--- config.mk ---
export PLATFORM = sky130hd
export DESIGN_NAME = kmer_ctrl
export DESIGN_NICKNAME = d
export VERILOG_FILES = /design/src/rtl/kmer_pkg.sv /design/src/rtl/kmer_ctrl.sv
export SDC_FILE = /design/constraint.sdc
export NUM_CORES = 1
export LEC_CHECK = 0
export ABC_AREA = 0
export BUFFER_PORTS_ARGS = -buffer_cell sky130_fd_sc_hd__buf_2
export CORE_AREA = 2 2 39 41
export DETAILED_ROUTE_END_ITERATION = 12
export DIE_AREA = 0 0 41 43
export PLACE_DENSITY = 0.59
export SYNTH_ARGS = -nofsm -noshare
export SYNTH_HDL_FRONTEND = slang
export SYNTH_SLANG_ARGS = --single-unit
--- constraint.sdc ---
create_clock -name clock -period 1.1 [get_ports clock]
set_input_delay 0.11 -clock clock [delete_from_list [all_inputs] [get_ports clock]]
set_output_delay 0.11 -clock clock [all_outputs]
set_load 0.05 [all_outputs]
--- src/rtl/kmer_pkg.sv ---
// kmer_pkg: types and constants shared by the key macro event recorder
// modes, error codes, operations, entry kinds, controller commands and status
// no dependencies
package kmer_pkg;

   localparam int REC_COUNT_W = 9;

   localparam logic [31:0] DELAY_MIN_MS   = 32'd10;
   localparam logic [31:0] DELAY_CHUNK_MS = 32'd60000;
   localparam logic [15:0] NO_KEY         = 16'hffff;
   localparam logic [7:0]  MODIFIER_BASE  = 8'he0;
   localparam logic [7:0]  MODIFIER_COUNT = 8'd8;

   localparam logic [7:0] CLASS_KEYBOARD = 8'd0;
   localparam logic [7:0] CLASS_SYSTEM   = 8'd1;
   localparam logic [7:0] CLASS_CONSUMER = 8'd2;

   localparam logic [2:0] KIND_NONE     = 3'd0;
   localparam logic [2:0] KIND_PRESS    = 3'd1;
   localparam logic [2:0] KIND_RELEASE  = 3'd2;
   localparam logic [2:0] KIND_DELAY    = 3'd4;
   localparam logic [2:0] KIND_CONSUMER = 3'd5;
   localparam logic [2:0] KIND_SYSTEM   = 3'd6;

   typedef enum logic [2:0] {
      MODE_IDLE    = 3'd0,
      MODE_CONFIRM = 3'd1,
      MODE_REC     = 3'd2,
      MODE_SAVED   = 3'd3,
      MODE_ERROR   = 3'd4
   } mode_type;

   typedef enum logic [2:0] {
      ERR_NONE   = 3'd0,
      ERR_FULL   = 3'd1,
      ERR_NO_ID  = 3'd2,
      ERR_EMPTY  = 3'd3,
      ERR_CANCEL = 3'd4
   } err_type;

   typedef enum logic [2:0] {
      OP_KEY    = 3'd0,
      OP_CLICK  = 3'd1,
      OP_ROTATE = 3'd2,
      OP_LONG   = 3'd3,
      OP_PAGE   = 3'd4,
      OP_READ   = 3'd5
   } op_type;

   typedef struct packed {
      logic [2:0]  kind;
      logic [7:0]  value;
      logic [15:0] param;
   } entry_type;

   typedef struct packed {
      logic [2:0]             mode;
      logic [2:0]             error_code;
      logic                   pass_through;
      logic [REC_COUNT_W-1:0] rec_count;
      logic [2:0]             entry_kind;
      logic [7:0]             entry_value;
      logic [15:0]            entry_param;
   } rsp_type;

   typedef struct packed {
      logic capture;
      logic apply_op;
      logic load_gap;
      logic push_delay;
      logic push_key;
      logic fail_full;
      logic read_issue;
      logic latch_entry;
      logic load_rsp;
   } cmd_type;

   typedef struct packed {
      logic key_rec;
      logic read_op;
      logic count_zero;
      logic gap_ge_min;
      logic full;
      logic rsp_free;
   } status_type;

endpackage

--- src/rtl/kmer_ctrl.sv ---
// kmer_ctrl: sequencer of the key macro event recorder
// steps each item through decode, then as needed delay chunks, key append or read, and output
// depends on kmer_pkg
module kmer_ctrl import kmer_pkg::*; (
   input  logic       clock,
   input  logic       reset,
   input  logic       req_valid,
   output logic       req_ready,
   input  status_type status,
   output cmd_type    cmd
);
   typedef enum logic [2:0] {
      S_IDLE,
      S_EXEC,
      S_DELAY,
      S_KEY,
      S_READ,
      S_DONE
   } state_type;

   state_type state_ff, state_in;

   always_comb begin
      cmd       = '0;
      state_in  = state_ff;
      req_ready = 1'b0;
      unique case (state_ff)
         S_IDLE: begin
            req_ready = 1'b1;
            if (req_valid) begin
               cmd.capture = 1'b1;
               state_in    = S_EXEC;
            end
         end
         S_EXEC: begin
            priority if (status.key_rec) begin
               if (status.count_zero) begin
                  state_in = S_KEY;
               end else begin
                  cmd.load_gap = 1'b1;
                  state_in     = S_DELAY;
               end
            end else if (status.read_op) begin
               cmd.read_issue = 1'b1;
               state_in       = S_READ;
            end else begin
               cmd.apply_op = 1'b1;
               state_in     = S_DONE;
            end
         end
         S_DELAY: begin
            priority if (!status.gap_ge_min) begin
               state_in = S_KEY;
            end else if (status.full) begin
               cmd.fail_full = 1'b1;
               state_in      = S_DONE;
            end else begin
               cmd.push_delay = 1'b1;
            end
         end
         S_KEY: begin
            if (status.full) begin
               cmd.fail_full = 1'b1;
            end else begin
               cmd.push_key = 1'b1;
            end
            state_in = S_DONE;
         end
         S_READ: begin
            cmd.latch_entry = 1'b1;
            state_in        = S_DONE;
         end
         S_DONE: begin
            if (status.rsp_free) begin
               cmd.load_rsp = 1'b1;
               state_in     = S_IDLE;
            end
         end
         default: begin
            state_in = S_IDLE;
         end
      endcase
   end

   always_ff @(posedge clock) begin
      if (reset) begin
         state_ff <= S_IDLE;
      end else begin
         state_ff <= state_in;
      end
   end
endmodule

==> metrics.cfg <==
[yosys]
ys_ff_latch=3
netlist_instances=35
syn-cell-area_um2=283
synth_top_cells_by_area=dfxtp_1, nand3b_1, nor4b_1
synth.distinct_cells=25
synth_ff_type=dfxtp_1
synthArstFlopShare_pct=0
ys_warn_count=0
synthTopCellsByCount=dfxtp_1, nand3b_1, nor3_1
synth_fp_nets=44
synth_edf_count=0
synth-seq-area-share_pct=21.2
yosysTopAreaCell=dfxtp_1
synth_top_area_share_pct=21.2
avgSynthCellArea_um2=8.08

[status]
status=finished, violations left
violations=negative setup slack

[layout]
drive_gt1_share_pct=78.3
fill_cells=118
antennaDiodeCount=0
multiInputGateArea_um2=337
regMostFlops=state_ff
seqCellArea_um2=71.3
largest_register_ffs=3
area_growth_pct=171
final_nets=79
top_regs=state_ff (3)

[drt]
dr_wl_met2_um=544
via_per_inst=5.00
drtIter0Drc=5
drc=0
m1WireLength_um=398
dr_wl_met3_um=58
routed_wl_um=1000
ant_nets=0
dr.pass1.iters=4
post_drt_wl_per_cell_um=11.8
maxUsedRoutingLayer=met3
vias=425

[setup_path]
crit_fanout=7
critical_path_required_ns=0.99
critPathLaunchType=register
cp.arrival_ns=1.19
setup.worst_path.start=state_ff[1]
crit_type=reg -> out
r2r_slack_ns=-0.06
end_kind=output pin
worst_r2r_endpoint=state_ff[2]
r2r_cells=4
r2r-start=state_ff[1]

[run]
drv_cap=0

[floorplan]
io_pins=19
die-area_mm2=0.00176
initial_core_util_pct=20.4
dieHeight_um=43
die_w_um=41
std_cell_rows=14
core_mm2=0.00138

[timing]
setup_ws_ns=-0.202
finalCritPeriodShare_pct=118
slew_viol_final=0
max_slew_margin_pct=85.3
fin_worst_skew_ns=0.00455
worst_slew_pin_slew_ns=0.221
period_needed_ns=1.30
fin_tns_setup_ns=-1.56
rsz0062_at_grt=true
max_freq_mhz=768
finalSetupViolCount=12
hold_viol=0

[global_routing]
grt_pass1_vias=401
grt_max_degree=8
grt_pass1_wl_um=1640
gr-usage-all-layers_pct=13.6
antenna_found_initial=0
grt-ovfl-total=0

[cts]
clock_path_buffers=2
cts.clk_slew.worst_paths_ns=0.04
cts_tree=built
cts_sinks=3
ctsRootBufferMaster=clkbuf_4
clk_latency_ns=0.23
cts-htree-levels=1
cts_buffers=3
hold_buffers=0

[power]
finalPower_mw=0.952
leakage_nw=0.314
powerDensity_mw_per_mm2=1240
vdd_drop_max_v=0.000557

[hold_path]
hold_depth=2
min_delay_worst_endpoint=state_ff[0]
hold_path_class=in -> reg
hp-start=reset

[placement]
gp_congestion=0.738
pre_cts_slack_ns=-0.0722
hpwl_um=711
portBuffers=18

==> worst max-delay path, cell delays in order, from the launching register on <==
cell	delay (ns)
dfxtp_4	0.37
buf_6	0.13
nor4b_4	0.27
buf_6	0.19
==> how the worst max path moves through the flow <==
stage              to  cells past startpoint  slack [ns]
6_report       cmd[2]                      3       -0.20
5_1_grt        cmd[5]                      3       -0.27
4_1_cts        cmd[2]                      3       -0.21
3_5_place_dp   cmd[7]                      3       -0.07
3_3_place_gp   cmd[7]                      3       -0.07
2_1_floorplan  cmd[8]                      3       -0.31
==> layout make-up <==
cell class	instances	share of cell area, %
multi-input combinational	29	43.9
timing repair buffer	32	39.6
sequential	3	9.30
clock buffer	4	3.43
tap	16	2.61
inverter	1	1.14
==> where the power goes <==
group | switching [mW] | total, mW | internal (mW) | leakage [nW]
sequential | 0.0432 | 0.171 | 0.128 | 0.0267
clock | 0.0590 | 0.195 | 0.136 | 0.0150
combinational | 0.293 | 0.586 | 0.293 | 0.272
==> layout by cell type, fill, tap and decap left out, types with 2 or more instances in the layout <==
cell / count
buf_4: 6
buf_6: 15
nor3_4: 3
buf_8: 2
nor2b_1: 2
nor4b_4: 2
clkbuf_4: 3
dfxtp_4: 3
nand3b_1: 3
buf_2: 8
==> stage by stage <==
step	utilization (%)	instance area, µm²	instances	hold WS (ns)
after floorplan	-	412	35	0.170
final	55.4	767	85	0.0753
after CTS	54.2	749	85	0.0652
after detailed placement	41.6	576	76	0.306
after global placement	41.6	576	76	0.306
after global routing	55.4	767	85	0.0727
==> metal layers <==
metal,global-route usage [%],vias to the layer above
met5,0,-
met4,6.00,0
met3,3.14,0
met2,21.9,19
met1,16.3,202
li1,-,204
==> timing repair <==
item	CTS	global route
gates resized for setup	32	5
setup endpoints to repair	12	13
setup buffers	5	0
endpoints found under the hold margin	0	0
pin swaps	7	6
==> cells by family after synthesis <==
kind of cell / Yosys count / synth area share (%)
simple gates: 21 / 46.5
compound gates: 8 / 26.5
flops: 3 / 21.2
buf+inv: 3 / 5.75
Power figures use the tool's default switching activity.
